`config.mk`:
```
export PLATFORM = sky130hd
export DESIGN_NAME = qbr_front
export DESIGN_NICKNAME = d
export VERILOG_FILES = /design/src/sv/qbr_pkg.sv /design/src/sv/qbr_front.sv
export SDC_FILE = /design/constraint.sdc
export NUM_CORES = 1
export LEC_CHECK = 0
export BUFFER_PORTS_ARGS = -buffer_cell sky130_fd_sc_hd__buf_2
export CORE_ASPECT_RATIO = 1.5
export CORE_MARGIN = 4
export CORE_UTILIZATION = 51
export DETAILED_ROUTE_END_ITERATION = 8
export PLACE_DENSITY = 0.82
export SYNTH_ARGS = -nofsm -noshare
export SYNTH_HDL_FRONTEND = slang
export SYNTH_SLANG_ARGS = --single-unit
```
`constraint.sdc`:
```
create_clock -name vclk -period 7.4
set_input_delay 0.37 -clock vclk [all_inputs]
set_output_delay 0.37 -clock vclk [all_outputs]
set_load 0.01 [all_outputs]
```
`src/sv/qbr_pkg.sv`:
```
// Shared types, constants and the sine table for the quad bounce/rotate block.
// Used by every module of the block; depends on nothing else.
`default_nettype none

package qbr_pkg;

  localparam int NUM_VTX   = 4;
  localparam int VIDX_W    = 2;
  localparam int COORD_W   = 20;
  localparam int VEL_W     = 16;
  localparam int WIN_W     = 11;
  localparam int FRAC_W    = 8;
  localparam int ANG_W     = 10;
  localparam int DEG_W     = 9;
  localparam int REQ_W     = 2;
  localparam int TRIG_F    = 14;
  localparam int TRIG_W    = TRIG_F + 2;
  localparam int SIN_N     = 91;
  localparam int SIN_IDX_W = 7;

  // Stream word layout.
  localparam int IN_DATA_W  = 88;
  localparam int OUT_DATA_W = 2 * NUM_VTX * COORD_W;

  // Command queue between front and back.
  localparam int QDEPTH = 2;
  localparam int QPTR_W = 1;
  localparam int QCNT_W = 2;

  // Configuration port.
  localparam int APB_AW  = 3;
  localparam int APB_DW  = 32;
  localparam logic REG_WIN_WIDTH  = 1'b0;
  localparam logic REG_WIN_HEIGHT = 1'b1;
  localparam logic [WIN_W-1:0] WIN_WIDTH_RST  = WIN_W'(1080);
  localparam logic [WIN_W-1:0] WIN_HEIGHT_RST = WIN_W'(720);

  localparam longint unsigned PI_Q30 = 64'd3373259426;

  // Denominators (2k)(2k+1) of the successive Taylor terms.
  localparam longint unsigned TAYLOR_DIV [10] = '{
    64'd6, 64'd20, 64'd42, 64'd72, 64'd110,
    64'd156, 64'd210, 64'd272, 64'd342, 64'd420
  };

  typedef enum logic [REQ_W-1:0] {
    REQ_TICK     = 2'd0,
    REQ_ROTATE   = 2'd1,
    REQ_LOAD_VTX = 2'd2,
    REQ_LOAD_VEL = 2'd3
  } req_e;

  typedef struct packed {
    req_e                       op;
    logic [VIDX_W-1:0]          vidx;
    logic signed [COORD_W-1:0]  x;
    logic signed [COORD_W-1:0]  y;
    logic signed [VEL_W-1:0]    vx;
    logic signed [VEL_W-1:0]    vy;
    logic signed [TRIG_W-1:0]   sin_v;
    logic signed [TRIG_W-1:0]   cos_v;
  } cmd_t;

  typedef logic [TRIG_F:0] sin_tab_t [SIN_N];

  // Sine of 0..90 degrees: Taylor series to the x^21 term in unsigned Q30,
  // truncating each step, then rounded half up to TRIG_F fraction bits.
  function automatic sin_tab_t gen_sin_tab();
    sin_tab_t t;
    longint unsigned x;
    longint unsigned x2;
    longint unsigned term;
    longint unsigned pos;
    longint unsigned neg;
    longint unsigned r;
    for (int d = 0; d < SIN_N; d++) begin
      x    = (PI_Q30 * 64'(d)) / 64'd180;
      x2   = (x * x) >> 30;
      term = x;
      pos  = x;
      neg  = 64'd0;
      for (int k = 1; k <= 10; k++) begin
        term = ((term * x2) >> 30) / TAYLOR_DIV[k-1];
        if (k[0]) begin
          neg = neg + term;
        end else begin
          pos = pos + term;
        end
      end
      r    = (pos > neg) ? (pos - neg) : 64'd0;
      r    = (r + (64'd1 << (29 - TRIG_F))) >> (30 - TRIG_F);
      t[d] = r[TRIG_F:0];
    end
    return t;
  endfunction

  localparam sin_tab_t SIN_TAB = gen_sin_tab();

endpackage

`default_nettype wire

```
`src/sv/qbr_front.sv`:
```
// Front end: takes input words, decodes the request and looks up sine and cosine.
// Depends on qbr_pkg; feeds the command queue.
`default_nettype none

module qbr_front (
  input  logic                          s_axis_tvalid_i,
  output logic                          s_axis_tready_o,
  // tdata: angle_deg, vertex_index, load_x, load_y, load_vel_x, load_vel_y, zero pad
  input  logic [qbr_pkg::IN_DATA_W-1:0] s_axis_tdata_i,
  // tuser: req_type
  input  logic [qbr_pkg::REQ_W-1:0]     s_axis_tuser_i,
  input  logic                          q_full_i,
  output logic                          q_push_o,
  output qbr_pkg::cmd_t                 q_cmd_o
);
  import qbr_pkg::*;

  localparam int ANG_LO  = 0;
  localparam int VIDX_LO = ANG_LO + ANG_W;
  localparam int X_LO    = VIDX_LO + VIDX_W;
  localparam int Y_LO    = X_LO + COORD_W;
  localparam int VX_LO   = Y_LO + COORD_W;
  localparam int VY_LO   = VX_LO + VEL_W;

  localparam logic [DEG_W-1:0] DEG_90  = DEG_W'(90);
  localparam logic [DEG_W-1:0] DEG_180 = DEG_W'(180);
  localparam logic [DEG_W-1:0] DEG_270 = DEG_W'(270);
  localparam logic [DEG_W-1:0] DEG_360 = DEG_W'(360);

  // Quadrant folding onto the 0..90 degree table.
  function automatic logic signed [TRIG_W-1:0] sin_deg(input logic [DEG_W-1:0] a);
    logic [DEG_W-1:0]  f;
    logic              ng;
    logic [TRIG_W-1:0] mag;
    if (a <= DEG_90) begin
      f  = a;
      ng = 1'b0;
    end else if (a <= DEG_180) begin
      f  = DEG_180 - a;
      ng = 1'b0;
    end else if (a <= DEG_270) begin
      f  = a - DEG_180;
      ng = 1'b1;
    end else begin
      f  = DEG_360 - a;
      ng = 1'b1;
    end
    mag = {1'b0, SIN_TAB[f[SIN_IDX_W-1:0]]};
    return ng ? $signed(-mag) : $signed(mag);
  endfunction

  logic [ANG_W-1:0] angle_raw;
  logic [DEG_W-1:0] ang;
  logic [ANG_W-1:0] ang_p90;
  logic [DEG_W-1:0] cos_arg;

  always_comb begin
    angle_raw = s_axis_tdata_i[ANG_LO +: ANG_W];
    // Angles beyond a full turn act as no rotation.
    ang       = (angle_raw > ANG_W'(360)) ? '0 : angle_raw[DEG_W-1:0];
    ang_p90   = {1'b0, ang} + ANG_W'(90);
    cos_arg   = (ang_p90 >= ANG_W'(360)) ? DEG_W'(ang_p90 - ANG_W'(360))
                                         : ang_p90[DEG_W-1:0];
  end

  always_comb begin
    q_cmd_o.op    = req_e'(s_axis_tuser_i);
    q_cmd_o.vidx  = s_axis_tdata_i[VIDX_LO +: VIDX_W];
    q_cmd_o.x     = s_axis_tdata_i[X_LO +: COORD_W];
    q_cmd_o.y     = s_axis_tdata_i[Y_LO +: COORD_W];
    q_cmd_o.vx    = s_axis_tdata_i[VX_LO +: VEL_W];
    q_cmd_o.vy    = s_axis_tdata_i[VY_LO +: VEL_W];
    q_cmd_o.sin_v = sin_deg(ang);
    q_cmd_o.cos_v = sin_deg(cos_arg);
  end

  assign s_axis_tready_o = !q_full_i;
  assign q_push_o        = s_axis_tvalid_i && !q_full_i;

endmodule

`default_nettype wire

```
==> flow_metrics.py <==
metrics = {
    "layout": {
        "seq_cell_count": 0,
        "final_cell_count_no_fill": 1184,
        "final_cell_mix": "nor2_1, nand2_1, buf_4",
        "num_antenna_cells": 0,
        "n_clock_buffer": 0,
        "register_area_um2": 0,
        "drive_gt1_share_pct": 22.7,
        "layout.nets": 1155,
        "final_common_cell": "nor2_1",
        "syn_to_final_growth_pct": 2.96,
    },
    "logic_synthesis": {
        "synth_nets": 1194,
        "synth_cell_types": 105,
        "netlist_instances": 1063,
        "yosysWarnings": 0,
        "synth_top_area_cell": "buf_4",
        "postSynthAreaPerCell_um2": 6.73,
        "synthTopCellsByArea": "buf_4, ha_1, a21oi_1",
        "ys_seq_area_share_pct": 0,
        "synth_top_area_share_pct": 8.61,
        "syn_area_um2": 7150,
    },
    "placed_design": {
        "dpl.hpwl_um": 19400,
        "dp.cells": 1183,
        "gp_congestion": 1.09,
        "io_buffers": 46,
    },
    "routing": {
        "drt-total-wl_um": 25700,
        "wl_per_cell_um": 21.7,
        "first_pass_iters": 6,
        "drt.antenna.violating_nets": 0,
        "vias": 8524,
        "drc": 0,
        "via_per_inst": 7.20,
        "drt_iter0_drc": 687,
    },
    "global_routing": {
        "antenna_found_initial": 0,
        "grt_util_all_layers_pct": 30.4,
        "grt_max_degree": 50,
        "grt_pass1_wl_um": 41800,
        "grt_overflow": 0,
        "grt_pass1_vias": 8183,
    },
    "setup_path": {
        "start_kind": "primary input",
        "crit_type": "in -> out",
        "cp.arrival_ps": 6720,
        "cp.required_ps": 7030,
        "endpoint_kind": "output pin",
        "cp_slowest_cell": "a221o_1",
        "worstSetupEndpoint": "q_cmd_o[13]",
        "cpPeakStageDelay_ps": 450,
        "critPathLaunch": "s_axis_tdata_i[7]",
        "worstPathMaxFanout": 14,
    },
    "power_and_ir_drop": {
        "cell_internal_pwr_mw": 0.613,
        "p_comb_share_pct": 100.0,
        "powerDensity_nw_per_um2": 214,
        "p_leak_nw": 2.79,
        "pwr-share-clk_pct": 0,
        "switchingPower_mw": 0.966,
        "netSwitchingFraction_pct": 61.2,
        "ir_worst_vdd_v": 0.000162,
        "power_frac_seq_pct": 0,
        "p_total_mw": 1.58,
    },
    "timing": {
        "final-setup-viol-count": 0,
        "finalCritPeriodShare_pct": 95.8,
        "period_minus_slack_ps": 7090,
        "max_slew_margin_pct": 23.6,
        "rsz0062_at_grt": "yes",
        "fmax_mhz": 141,
        "hold_violations": 0,
        "slew_violations": 0,
        "worstMarginPinSlew_ps": 1150,
    },
    "floorplanning": {
        "dieArea_um2": 16000,
        "die_h_um": 153,
        "row_count": 52,
        "dieWidth_um": 105,
        "start_util_pct": 52.6,
        "pin_count": 202,
        "coreArea_um2": 13600,
    },
    "job": {
        "drv_cap": 0,
    },
    "clock_tree": {
        "ctsHoldBuffers": 0,
    },
    "worst_hold_path": {
        "hp-class": "in -> out",
    },
    "outcome": {
        "outcome": "completed",
    },
}
## per-layer routing
layer | wire, µm | GRT usage [%]
met4 | 1990 | 19.3
met3 | 2190 | 4.64
met2 | 12500 | 53.4
met1 | 9020 | 34.0
met5 | 0 | 0
## cell type report
cell class	count	area, µm²
fillers	1352	6230
well taps	162	203
repair buffers	129	866
inverters	36	135
multi-input cells	857	6160
## metrics by stage
step | worst slack [ps] | setup TNS [ps] | util (%) | hold slack (ps) | instance area, µm²
after floorplan | 219 | 0 | - | 784 | 7150
after global placement | 75.4 | 0 | 53.1 | 740 | 7220
after detailed placement | 16.0 | 0 | 53.1 | 740 | 7220
after CTS | 53.6 | 0 | 53.1 | 740 | 7220
after global routing | -17.8 | -17.8 | 54.2 | 740 | 7360
final | 311 | 0 | 54.2 | 740 | 7360
## power by group through the flow
stage	Clock (mW)	Combinational (mW)	Sequential (mW)
detailed placement	0	1.50	0
global route	0	1.70	0
CTS	0	1.51	0
finish	0	1.58	0
global placement	0	1.49	0
floorplan	0	1.11	0
## cell usage after synthesis, drive strengths merged (25+ instances only)
library cell / n
nand2: 103
o211ai: 39
ha: 38
inv: 35
nor3: 31
xnor2: 27
nand3: 26
nor2: 105
a21oi: 81
a31oi: 25
buf: 128
o21ai: 61
clkbuf: 42
## how the worst min path moves through the flow
stage	start	slack [ps]	cells past startpoint	end
floorplan	q_full_i	780	1	s_axis_tready_o
global placement	s_axis_tdata_i[28]	740	0	q_cmd_o[100]
detailed placement	s_axis_tdata_i[28]	740	0	q_cmd_o[100]
CTS	s_axis_tdata_i[28]	740	0	q_cmd_o[100]
global route	s_axis_tdata_i[33]	740	0	q_cmd_o[65]
finish	s_axis_tdata_i[71]	740	0	q_cmd_o[35]
## repair_timing
item / 4_1_cts / 5_1_grt
pin swaps: 0 / 2
gates resized for setup: 1 / 34
endpoints found under the setup margin: 1 / 16
buffers inserted: 0 / 1
endpoints found under the hold margin: 0 / 0
gates cloned: 0 / 0
## cells by family after synthesis
kind of cell / after synthesis / synth area share, %
buf+inv: 206 / 16.6
fa+ha+maj: 40 / 7.07
xor+xnor: 39 / 5.04
mux: 27 / 5.40
simple gates: 346 / 24.0
compound gates: 405 / 41.9
## critical path, delay by kind of cell
| kind | cells | cell delay (ps) |
|---|---|---|
| AO/OA/AOI/OAI | 12 | 2760 |
| AND/OR/NAND/NOR | 6 | 1560 |
| buffers and inverters | 6 | 920 |
| adder cells (fa/ha/maj) | 2 | 450 |
| multiplexers | 1 | 320 |
| XOR/XNOR | 2 | 310 |
Note: power is estimated with default switching activity, not from simulation.
