$ cat config.mk
export PLATFORM = sky130hd
export DESIGN_NAME = qbr_fifo
export DESIGN_NICKNAME = d
export VERILOG_FILES = /design/src/sv/qbr_pkg.sv /design/src/sv/qbr_fifo.sv
export SDC_FILE = /design/constraint.sdc
export NUM_CORES = 1
export LEC_CHECK = 0
export ABC_CLOCK_PERIOD_IN_PS = 5800
export BUFFER_PORTS_ARGS = -buffer_cell sky130_fd_sc_hd__buf_4
export CORE_MARGIN = 5
export CORE_UTILIZATION = 47
export DETAILED_ROUTE_END_ITERATION = 8
export HOLD_SLACK_MARGIN = 0.05
export PLACE_DENSITY_LB_ADDON = 0.15
export SYNTH_ARGS = -nofsm -noshare
export SYNTH_HDL_FRONTEND = slang
export SYNTH_SLANG_ARGS = --single-unit
$ cat constraint.sdc
create_clock -name clk_i -period 5.8 [get_ports clk_i]
set_input_delay 0.29 -clock clk_i [delete_from_list [all_inputs] [get_ports clk_i]]
set_output_delay 0.29 -clock clk_i [all_outputs]
set_load 0.03 [all_outputs]
$ cat src/sv/qbr_pkg.sv
// Shared types, constants and the sine table for the quad bounce/rotate block.
// Used by every module of the block; depends on nothing else.
`default_nettype none

package qbr_pkg;

  localparam int NUM_VTX   = 4;
  localparam int VIDX_W    = 2;
  localparam int COORD_W   = 20;
  localparam int VEL_W     = 16;
  localparam int WIN_W     = 11;
  localparam int FRAC_W    = 8;
  localparam int ANG_W     = 10;
  localparam int DEG_W     = 9;
  localparam int REQ_W     = 2;
  localparam int TRIG_F    = 14;
  localparam int TRIG_W    = TRIG_F + 2;
  localparam int SIN_N     = 91;
  localparam int SIN_IDX_W = 7;

  // Stream word layout.
  localparam int IN_DATA_W  = 88;
  localparam int OUT_DATA_W = 2 * NUM_VTX * COORD_W;

  // Command queue between front and back.
  localparam int QDEPTH = 2;
  localparam int QPTR_W = 1;
  localparam int QCNT_W = 2;

  // Configuration port.
  localparam int APB_AW  = 3;
  localparam int APB_DW  = 32;
  localparam logic REG_WIN_WIDTH  = 1'b0;
  localparam logic REG_WIN_HEIGHT = 1'b1;
  localparam logic [WIN_W-1:0] WIN_WIDTH_RST  = WIN_W'(1080);
  localparam logic [WIN_W-1:0] WIN_HEIGHT_RST = WIN_W'(720);

  localparam longint unsigned PI_Q30 = 64'd3373259426;

  // Denominators (2k)(2k+1) of the successive Taylor terms.
  localparam longint unsigned TAYLOR_DIV [10] = '{
    64'd6, 64'd20, 64'd42, 64'd72, 64'd110,
    64'd156, 64'd210, 64'd272, 64'd342, 64'd420
  };

  typedef enum logic [REQ_W-1:0] {
    REQ_TICK     = 2'd0,
    REQ_ROTATE   = 2'd1,
    REQ_LOAD_VTX = 2'd2,
    REQ_LOAD_VEL = 2'd3
  } req_e;

  typedef struct packed {
    req_e                       op;
    logic [VIDX_W-1:0]          vidx;
    logic signed [COORD_W-1:0]  x;
    logic signed [COORD_W-1:0]  y;
    logic signed [VEL_W-1:0]    vx;
    logic signed [VEL_W-1:0]    vy;
    logic signed [TRIG_W-1:0]   sin_v;
    logic signed [TRIG_W-1:0]   cos_v;
  } cmd_t;

  typedef logic [TRIG_F:0] sin_tab_t [SIN_N];

  // Sine of 0..90 degrees: Taylor series to the x^21 term in unsigned Q30,
  // truncating each step, then rounded half up to TRIG_F fraction bits.
  function automatic sin_tab_t gen_sin_tab();
    sin_tab_t t;
    longint unsigned x;
    longint unsigned x2;
    longint unsigned term;
    longint unsigned pos;
    longint unsigned neg;
    longint unsigned r;
    for (int d = 0; d < SIN_N; d++) begin
      x    = (PI_Q30 * 64'(d)) / 64'd180;
      x2   = (x * x) >> 30;
      term = x;
      pos  = x;
      neg  = 64'd0;
      for (int k = 1; k <= 10; k++) begin
        term = ((term * x2) >> 30) / TAYLOR_DIV[k-1];
        if (k[0]) begin
          neg = neg + term;
        end else begin
          pos = pos + term;
        end
      end
      r    = (pos > neg) ? (pos - neg) : 64'd0;
      r    = (r + (64'd1 << (29 - TRIG_F))) >> (30 - TRIG_F);
      t[d] = r[TRIG_F:0];
    end
    return t;
  endfunction

  localparam sin_tab_t SIN_TAB = gen_sin_tab();

endpackage

`default_nettype wire

$ cat src/sv/qbr_fifo.sv
// Two-entry command queue between the front end and the execution back end.
// Depends on qbr_pkg for the command type.
`default_nettype none

module qbr_fifo (
  input  logic          clk_i,
  input  logic          rst_ni,
  input  logic          push_i,
  input  qbr_pkg::cmd_t data_i,
  output logic          full_o,
  input  logic          pop_i,
  output logic          valid_o,
  output qbr_pkg::cmd_t data_o
);
  import qbr_pkg::*;

  cmd_t              mem_q [QDEPTH];
  logic [QPTR_W-1:0] wr_ptr_q;
  logic [QPTR_W-1:0] rd_ptr_q;
  logic [QCNT_W-1:0] cnt_q;
  logic [QCNT_W-1:0] cnt_d;

  always_comb begin
    cnt_d = cnt_q;
    if (push_i && !pop_i) begin
      cnt_d = cnt_q + QCNT_W'(1);
    end else if (pop_i && !push_i) begin
      cnt_d = cnt_q - QCNT_W'(1);
    end
  end

  always_ff @(posedge clk_i or negedge rst_ni) begin
    if (!rst_ni) begin
      wr_ptr_q <= '0;
      rd_ptr_q <= '0;
      cnt_q    <= '0;
    end else begin
      if (push_i) begin
        wr_ptr_q <= wr_ptr_q + 1'b1;
      end
      if (pop_i) begin
        rd_ptr_q <= rd_ptr_q + 1'b1;
      end
      cnt_q <= cnt_d;
    end
  end

  always_ff @(posedge clk_i) begin
    if (push_i) begin
      mem_q[wr_ptr_q] <= data_i;
    end
  end

  assign full_o  = (cnt_q == QCNT_W'(QDEPTH));
  assign valid_o = (cnt_q != '0);
  assign data_o  = mem_q[rd_ptr_q];

endmodule

`default_nettype wire

==> flow_metrics.py, run 1 <==
metrics = {
    "routing": {
        "wire_per_inst_um": 17.7,
        "dr.pass1.iters": 4,
        "drt_iter0_drc": 218,
        "routed_wl_um": 16600,
        "drc": 0,
        "vias_per_cell": 4.77,
        "num_vias": 4458,
        "ant_nets": 0,
    },
    "layout": {
        "nets": 814,
        "area_delta_synth_final_pct": 45.9,
        "nFillCells": 1055,
        "final_cells": 934,
        "num_antenna_cells": 0,
        "drive_gt1_share_pct": 50.8,
        "final_util_pct": 70.2,
    },
    "sta": {
        "setup_tns_ns": 0,
        "whs_ns": 0.158,
        "period_share_pct": 53.9,
        "drv_slew": 0,
        "max_slew.worst_pin.slew_ns": 0.889,
        "fin_crit_ns": 3.12,
        "fin_skew_ns": 0.00946,
        "slew_headroom_pct": 40.7,
        "fmax_ghz": 0.320,
        "final-setup-viol-count": 0,
        "hold_violations": 0,
        "grt_setup_unrepaired": "no",
    },
    "clocking": {
        "cts_hold_buf": 111,
        "cts_tree": "done",
        "cts_sinks": 220,
        "cts_root_buf": "clkbuf_16",
        "htreeDepth": 1,
        "clock_latency_ns": 0.49,
        "cts_buffer_depth": 3,
        "clk_pin_slew_ns": 0.06,
        "cts_buffers": 23,
        "cts_setup_buffers": 0,
        "cts_resized": 0,
    },
    "global_routing": {
        "busiest_layer": "met2",
        "grt-ovfl-total": 0,
        "grt_usage_pct": 16.2,
        "grt_start_max_net_pins": 66,
        "grt_pass1_wl_um": 25500,
        "met1_usage_pct": 18.7,
        "grt_pass1_vias": 4965,
        "grt_util_met2_pct": 30.1,
        "grtUsageMet3_pct": 3.95,
        "antenna_found_initial": 0,
    },
    "worst_setup_path": {
        "reg2reg_from": "wr_ptr_q$_DFFE_PN0P_",
        "crit_top_cell": "buf_4",
        "crit_slowest_cell": "dfrtp_4",
        "critPathLaunch": "rd_ptr_q$_DFFE_PN0P_",
        "r2r_setup_slack_ns": 3.58,
        "required_ns": 5.51,
        "ff2ff_path_depth": 2,
        "cp_cell_sequence": "buf_4 -> mux2_2 -> buf_4",
        "startpoint_type": "flop",
        "cp_max_fo": 63,
        "cp.arrival_ns": 2.83,
        "critPathMaxStageDelay_ns": 0.88,
        "r2r_end": "mem_q[1][10]$_DFFE_PP_",
        "critPathKind": "flop to primary output",
        "end_kind": "primary output",
    },
    "synthesis": {
        "yosysSeqAreaShare_pct": 82.2,
        "ys_top_cells_by_area": "edfxtp_1 81%, mux2_2 14%, mux2_4 1.9%",
        "ys_async_sr_fraction_pct": 1.82,
        "syn_area_mm2": 0.00801,
        "yosys_most_used_dff": "edfxtp_1",
        "netlist.top_cell.by_area": "edfxtp_1",
        "yosys_warnings": 0,
        "synth_edf_count": 216,
        "ys_seq_elements": 220,
        "synthTopCellsByCount": "216 x edfxtp_1, 98 x mux2_2, 10 x mux2_4",
        "yosysMostFrequentCell": "edfxtp_1",
        "synth.avg_cell_area_um2": 22.7,
        "synth_cell_types": 14,
        "yosys.area.top_type_share_pct": 81.0,
        "synth_nets": 465,
        "syn_inst": 352,
    },
    "power_and_ir_drop": {
        "p_int_w": 0.00376,
        "clockPowerShare_pct": 23.2,
        "p_leak_nw": 4.46,
        "p_switching_w": 0.00189,
        "power_density_mw_per_mm2": 484,
        "power.share.switching_pct": 33.4,
        "power_frac_comb_pct": 36.9,
        "ir_drop_mv": 0.318,
        "seq_power_share_pct": 39.9,
    },
    "placed_design": {
        "io_buffer_count": 221,
        "hpwlAfterDp_um": 10100,
        "placedCellCount": 785,
        "gp_congestion": 0.710,
    },
    "hold_path": {
        "hold_path_class": "input pin to asynchronous set/reset pin",
    },
    "floorplan": {
        "dieWidth_um": 141,
        "io_pins": 222,
        "dieArea_mm2": 0.0197,
        "core_mm2": 0.0166,
        "die_h_um": 141,
        "num_rows": 47,
        "initial_core_util_pct": 48.1,
    },
    "run": {
        "cap_violations": 0,
    },
    "run_status": {
        "status": "finished clean",
    },
}
-- stage by stage --
step / cell area [um^2] / total power (W) / setup WS (ns)
3_3_place_gp: 9910 / 0.00431 / 3.18
6_report: 11700 / 0.00565 / 2.68
3_5_place_dp: 9910 / 0.00434 / 3.16
4_1_cts: 11700 / 0.00573 / 2.62
2_1_floorplan: 8010 / 0.00365 / 0.0313
5_1_grt: 11700 / 0.00590 / 2.53
-- worst max path at each step --
stage                             to  slack, ns  depth (start not counted)
2_1_floorplan  mem_q[0][0]$_DFFE_PP_       0.03                          1
3_3_place_gp              data_o[20]       3.18                          3
3_5_place_dp              data_o[20]       3.16                          3
4_1_cts                   data_o[20]       2.62                          3
5_1_grt                   data_o[20]       2.53                          3
6_report                  data_o[20]       2.68                          3
-- critical path, delay by kind of cell (launching register included) --
family                 cells  cell delay [ns]
DFF                        1             0.88
muxes                      1             0.44
buffers and inverters      2             0.97
-- power groups by stage --
stage	registers, W	clock network (W)	logic [W]
after detailed placement	0.00229	0	0.00205
after CTS	0.00226	0.00134	0.00212
after global placement	0.00227	0	0.00204
final	0.00226	0.00131	0.00209
after floorplan	0.00223	0	0.00141
after global routing	0.00229	0.00141	0.00220
-- layout by cell type (no fill, tap or decap) --
master and count:
nor2b_4 1, dlygate4sd3_1 111, dfrtp_1 3, and2_4 1
inv_6 1, or2_2 1, buf_4 225, nor2_1 1
xnor2_1 1, clkinv_1 4, ha_1 1, inv_1 1
mux2_2 98, edfxtp_1 216, clkbuf_1 8, clkinv_2 1
bufinv_16 1, nor2b_1 1, mux2_4 10, dfrtp_4 1
xor2_1 4, clkbuf_16 23
-- layer usage --
layer  share of wire (%)  wire [um]
met4                 1.7        276
met1                  38       6240
met5                   0          0
met3                 6.9       1140
met2                  54       8900
-- logic make-up (layout without fill, tap and decap cells) --
kind of cell | count (synthesis) | count (layout) | synth area share (%)
xor+xnor | 5 | 5 | 0.547
fa+ha+maj | 1 | 1 | 0.156
buf+inv | 13 | 375 | 1.03
flops | 220 | 220 | 82.3
mux | 108 | 108 | 15.7
simple gates | 5 | 5 | 0.359
-- area by class of cell --
type | instances | area [um^2] | share of cell area [%]
clock buffer | 31 | 606 | 5.18
clock inverter | 7 | 58.8 | 0.503
inverter | 1 | 3.75 | 0.0321
multi-input combinational | 119 | 1350 | 11.5
sequential | 220 | 6590 | 56.4
tap | 220 | 275 | 2.36
timing repair buffer | 336 | 2800 | 24.0
-- flip-flops by register name (all words and copies together), names as in the netlist --
signal / count
wr_ptr_q: 1
rd_ptr_q: 1
cnt_q: 2
mem_q: 216
Note: power is estimated with default switching activity, not from simulation.
==> run 2, diff against run 1 <==
--- a/config.mk
+++ b/config.mk
@@ -5,7 +5,7 @@
 export SDC_FILE = /design/constraint.sdc
 export NUM_CORES = 1
 export LEC_CHECK = 0
-export ABC_CLOCK_PERIOD_IN_PS = 5800
+export ABC_CLOCK_PERIOD_IN_PS = 2650
 export BUFFER_PORTS_ARGS = -buffer_cell sky130_fd_sc_hd__buf_4
 export CORE_MARGIN = 5
 export CORE_UTILIZATION = 47
==> constraint.sdc (replaced) <==
create_clock -name clk_i -period 2.65 [get_ports clk_i]
set_input_delay 0.1325 -clock clk_i [delete_from_list [all_inputs] [get_ports clk_i]]
set_output_delay 0.1325 -clock clk_i [all_outputs]
set_load 0.03 [all_outputs]
==> flow_metrics.py, run 2 (synthesis results as in run 1) <==
metrics = {
    "run_status": {
        "status": "finished clean",
    },
    "layout": {
        "top_register": "mem_q",
        "nFillCells": 1035,
        "nets": 817,
        "drive_gt1_share_pct": 51.5,
        "largest_reg_flops": 216,
        "mostFrequentLayoutCells": "224 x buf_4, 216 x edfxtp_1, 112 x dlygate4sd3_1",
        "top_regs": "mem_q (216), cnt_q (2)",
        "seq_area_mm2": 0.00659,
        "multi_input_area_mm2": 0.00135,
        "final_common_cell": "buf_4",
        "num_antenna_cells": 0,
        "area_delta_synth_final_pct": 47.6,
        "stdcell_area_mm2": 0.0118,
    },
    "clocking": {
        "cts_setup_buffers": 0,
        "cts_buffer_depth": 3,
        "cts_hold_buf": 112,
        "cts_sinks": 220,
        "cts_buffers": 22,
        "htreeDepth": 1,
        "cts_root_buf": "clkbuf_16",
        "cts_tree": "done",
        "cts_resized": 0,
        "clock_latency_ns": 0.48,
        "clk_pin_slew_ns": 0.06,
    },
    "power_and_ir_drop": {
        "power.total_w": 0.0126,
        "p_leak_nw": 4.53,
        "power_density_mw_per_mm2": 1070,
        "ir_drop_mv": 0.970,
    },
    "global_routing": {
        "grt_pass1_wl_um": 25200,
        "grt_pass1_vias": 4867,
        "grt_start_max_net_pins": 65,
        "antenna_found_initial": 0,
        "grt_usage_pct": 16.0,
        "grt-ovfl-total": 0,
    },
    "worst_setup_path": {
        "critPathKind": "flop to primary output",
        "required_ns": 2.52,
        "cp.arrival_ns": 1.87,
        "r2r_end": "mem_q[1][90]$_DFFE_PP_",
        "end_kind": "primary output",
        "startpoint_type": "flop",
        "r2r_setup_slack_ns": 1.11,
        "ff2ff_path_depth": 2,
        "cp_max_fo": 64,
        "reg2reg_from": "wr_ptr_q$_DFFE_PN0P_",
    },
    "routing": {
        "ant_nets": 0,
        "routed_wl_um": 16500,
        "vias_per_cell": 4.75,
        "wire_per_inst_um": 17.6,
        "dr.pass1.iters": 4,
        "drt_iter0_drc": 133,
        "drc": 0,
        "num_vias": 4455,
    },
    "sta": {
        "max_slew.worst_pin.slew_ns": 0.618,
        "setup_tns_ns": 0,
        "slew_headroom_pct": 58.8,
        "worst_slack_ns": 0.651,
        "fin_skew_ns": 0.00568,
        "final-setup-viol-count": 0,
        "grt_setup_unrepaired": "no",
        "fmax_ghz": 0.500,
        "fin_crit_ns": 2.00,
        "period_share_pct": 75.4,
        "drv_slew": 0,
        "hold_violations": 0,
    },
    "placed_design": {
        "gp_congestion": 0.701,
        "placed_area_mm2": 0.00998,
        "io_buffer_count": 221,
        "hpwlAfterDp_um": 10100,
        "dp_slack_ns": 1.11,
    },
    "floorplan": {
        "core_mm2": 0.0166,
        "io_pins": 222,
        "initial_core_util_pct": 48.1,
        "die_h_um": 141,
        "dieArea_mm2": 0.0197,
        "num_rows": 47,
        "dieWidth_um": 141,
    },
    "hold_path": {
        "hp-start": "data_i[91]",
        "hold_path_class": "input pin to flop",
        "holdPathEnd": "mem_q[0][91]$_DFFE_PP_",
        "hold_depth": 2,
    },
    "run": {
        "cap_violations": 0,
    },
}
[run 2: report_power, final]
group          internal, W  leakage [nW]  switching [W]  total [W]
Combinational      0.00200          2.10        0.00281    0.00481
Sequential         0.00462          2.07       0.000165    0.00478
Clock              0.00186         0.353        0.00118    0.00304
Total              0.00848          4.53        0.00416     0.0126
[run 2: per-stage QoR]
stage	util (%)	hold slack, ns	cells
after floorplan	-	-0.163	352
after global placement	60.0	-0.0696	788
after detailed placement	60.0	-0.0670	788
after CTS	71.0	0.353	938
after global routing	71.0	0.352	938
final	71.0	0.372	938
[run 2: per-layer routing]
layer,vias to the layer above,GRT usage (%),routed length [um]
met5,-,0,0
met4,0,3.98,347
met3,23,4.60,1190
met2,142,28.8,8810
met1,2189,18.8,6140
li1,2101,-,-
[run 2: how the worst max path moves through the flow]
| stage | start | slack, ns | cells past startpoint | end |
|---|---|---|---|---|
| after global routing | rd_ptr_q$_DFFE_PN0P_ | 0.59 | 3 | data_o[19] |
| after floorplan | wr_ptr_q$_DFFE_PN0P_ | 0.20 | 1 | mem_q[0][0]$_DFFE_PP_ |
| after global placement | wr_ptr_q$_DFFE_PN0P_ | 1.12 | 2 | mem_q[1][48]$_DFFE_PP_ |
| after CTS | rd_ptr_q$_DFFE_PN0P_ | 0.63 | 3 | data_o[22] |
| final | rd_ptr_q$_DFFE_PN0P_ | 0.65 | 3 | data_o[28] |
| after detailed placement | wr_ptr_q$_DFFE_PN0P_ | 1.11 | 2 | mem_q[1][48]$_DFFE_PP_ |
[run 2: final cells by class]
class                      instances  area share [%]
clock buffer                      26            4.97
clock inverter                    12            1.09
inverter                           1          0.0318
multi-input combinational        119            11.4
sequential                       220            55.8
tap                              220            2.33
timing repair buffer             340            24.4
[run 2: critical path: stages, from the launching register on]
cell	delay [ns]
dfrtp_4	0.44
buf_12	0.32
mux2_2	0.40
buf_4	0.17
==> run 3, diff against run 2 <==
--- a/config.mk
+++ b/config.mk
@@ -5,10 +5,10 @@
 export SDC_FILE = /design/constraint.sdc
 export NUM_CORES = 1
 export LEC_CHECK = 0
-export ABC_CLOCK_PERIOD_IN_PS = 2650
+export ABC_CLOCK_PERIOD_IN_PS = 2000
 export BUFFER_PORTS_ARGS = -buffer_cell sky130_fd_sc_hd__buf_4
 export CORE_MARGIN = 5
-export CORE_UTILIZATION = 47
+export CORE_UTILIZATION = 49
 export DETAILED_ROUTE_END_ITERATION = 8
 export HOLD_SLACK_MARGIN = 0.05
 export PLACE_DENSITY_LB_ADDON = 0.15
==> constraint.sdc (replaced) <==
create_clock -name clk_i -period 2 [get_ports clk_i]
set_input_delay 0.1 -clock clk_i [delete_from_list [all_inputs] [get_ports clk_i]]
set_output_delay 0.1 -clock clk_i [all_outputs]
set_load 0.03 [all_outputs]
==> flow_metrics.py, run 3 (synthesis results as in run 1) <==
metrics = {
    "layout": {
        "largest_reg_flops": 216,
        "stdcell_area_mm2": 0.0118,
        "top_regs": "mem_q (216), cnt_q (2)",
        "area_delta_synth_final_pct": 47.6,
        "top_register": "mem_q",
        "mostFrequentLayoutCells": "222 x buf_4, 216 x edfxtp_1, 112 x dlygate4sd3_1",
        "nets": 819,
        "final_common_cell": "buf_4",
        "nFillCells": 947,
        "num_antenna_cells": 0,
        "drive_gt1_share_pct": 50.8,
    },
    "worst_setup_path": {
        "cp.arrival_ns": 1.85,
        "reg2reg_from": "wr_ptr_q$_DFFE_PN0P_",
        "cp_max_fo": 39,
        "startpoint_type": "flop",
        "end_kind": "primary output",
        "required_ns": 1.90,
        "r2r_end": "mem_q[1][15]$_DFFE_PP_",
        "ff2ff_path_depth": 2,
        "r2r_setup_slack_ns": 0.52,
        "critPathKind": "flop to primary output",
    },
    "placed_design": {
        "io_buffer_count": 221,
        "dp_slack_ns": 0.518,
        "placed_area_mm2": 0.0100,
        "gp_congestion": 0.748,
        "hpwlAfterDp_um": 10500,
    },
    "sta": {
        "setup_tns_ns": 0,
        "fmax_ghz": 0.514,
        "worst_slack_ns": 0.0533,
        "max_slew.worst_pin.slew_ns": 0.516,
        "fin_skew_ns": 0.00742,
        "drv_slew": 0,
        "period_share_pct": 97.3,
        "hold_violations": 0,
        "grt_setup_unrepaired": "no",
        "final-setup-viol-count": 0,
        "slew_headroom_pct": 65.6,
        "fin_crit_ns": 1.95,
    },
    "run_status": {
        "status": "finished clean",
    },
    "clocking": {
        "cts_buffers": 23,
        "clk_pin_slew_ns": 0.06,
        "htreeDepth": 1,
        "clock_latency_ns": 0.49,
        "cts_root_buf": "clkbuf_16",
        "cts_sinks": 220,
        "cts_buffer_depth": 3,
        "cts_tree": "done",
        "cts_setup_buffers": 0,
    },
    "global_routing": {
        "grt-ovfl-total": 0,
        "grt_usage_pct": 17.7,
        "grt_start_max_net_pins": 71,
        "grt_pass1_vias": 4967,
        "antenna_found_initial": 0,
        "grt_pass1_wl_um": 25700,
    },
    "run": {
        "cap_violations": 0,
    },
    "routing": {
        "ant_nets": 0,
        "vias_per_cell": 4.83,
        "drt_iter0_drc": 256,
        "dr.pass1.iters": 4,
        "drc": 0,
        "wire_per_inst_um": 18.6,
        "num_vias": 4523,
        "routed_wl_um": 17400,
    },
    "hold_path": {
        "holdPathEnd": "mem_q[0][101]$_DFFE_PP_",
        "hold_depth": 2,
        "hold_path_class": "input pin to flop",
        "hp-start": "data_i[101]",
    },
    "floorplan": {
        "core_mm2": 0.0159,
        "initial_core_util_pct": 50.2,
        "die_h_um": 138,
        "dieArea_mm2": 0.0190,
        "dieWidth_um": 138,
        "num_rows": 46,
        "io_pins": 222,
    },
    "power_and_ir_drop": {
        "p_int_w": 0.0111,
        "p_switching_w": 0.00560,
        "p_leak_nw": 4.52,
        "seq_power_share_pct": 38.1,
        "clockPowerShare_pct": 22.8,
        "ir_drop_mv": 0.921,
        "power_density_mw_per_mm2": 1410,
        "power_frac_comb_pct": 39.1,
        "power.share.switching_pct": 33.5,
    },
}
==> run 3: cell types whose count changed in the layout (fill, tap and decap cells not counted), sizes merged <==
| cell | change |
|---|---|
| bufinv | -2 |
| clkbuf | +5 |
==> run 3: worst max path at each step <==
stage / startpoint / cells past startpoint / end
2_1_floorplan: wr_ptr_q$_DFFE_PN0P_ / 1 / mem_q[0][0]$_DFFE_PP_
3_3_place_gp: rd_ptr_q$_DFFE_PN0P_ / 3 / data_o[59]
3_5_place_dp: rd_ptr_q$_DFFE_PN0P_ / 3 / data_o[59]
4_1_cts: rd_ptr_q$_DFFE_PN0P_ / 3 / data_o[59]
5_1_grt: rd_ptr_q$_DFFE_PN0P_ / 3 / data_o[66]
6_report: rd_ptr_q$_DFFE_PN0P_ / 3 / data_o[66]
==> run 3: area by class of cell <==
type	instances	area, um^2	area share (%)
clock inverter	10	65.1	0.550
clock buffer	30	602	5.09
inverter	1	3.75	0.0318
timing repair buffer	341	2940	24.9
tap	216	270	2.29
sequential	220	6590	55.8
multi-input combinational	119	1350	11.4
==> run 3: power groups by stage <==
stage	Combinational (W)	Clock (W)	Sequential (W)
2_1_floorplan	0.00411	0	0.00639
3_3_place_gp	0.00627	0	0.00638
3_5_place_dp	0.00630	0	0.00644
4_1_cts	0.00651	0.00389	0.00635
5_1_grt	0.00684	0.00410	0.00643
6_report	0.00652	0.00381	0.00636
==> run 3: through the flow <==
stage               utilization, %  hold WS [ns]  cells  power (W)
global route                  74.1         0.319    937     0.0174
finish                        74.1         0.331    937     0.0167
detailed placement            62.7        -0.101    784     0.0127
floorplan                        -        -0.196    352     0.0105
global placement              62.7        -0.102    784     0.0126
CTS                           74.0         0.311    936     0.0168
==> run 3: timing repair <==
action	CTS	global route
resized for setup	1	0
endpoints found under the hold margin	223	0
hold buffers	112	0
cloned	0	1
endpoints found under the setup margin	2	56
==> run 3: per-layer routing <==
layer	share of wire (%)	vias up	GRT usage, %	wire, um
met2	51	161	30.7	8780
met1	38	2222	21.1	6650
li1	-	2105	-	-
met5	0	-	0	0
met4	2.5	0	5.54	442
met3	8.7	35	5.44	1510
==> run 3: critical path, stage by stage (launching register included) <==
cell,delay [ns]
dfrtp_4,0.47
buf_12,0.25
mux2_2,0.41
buf_4,0.18
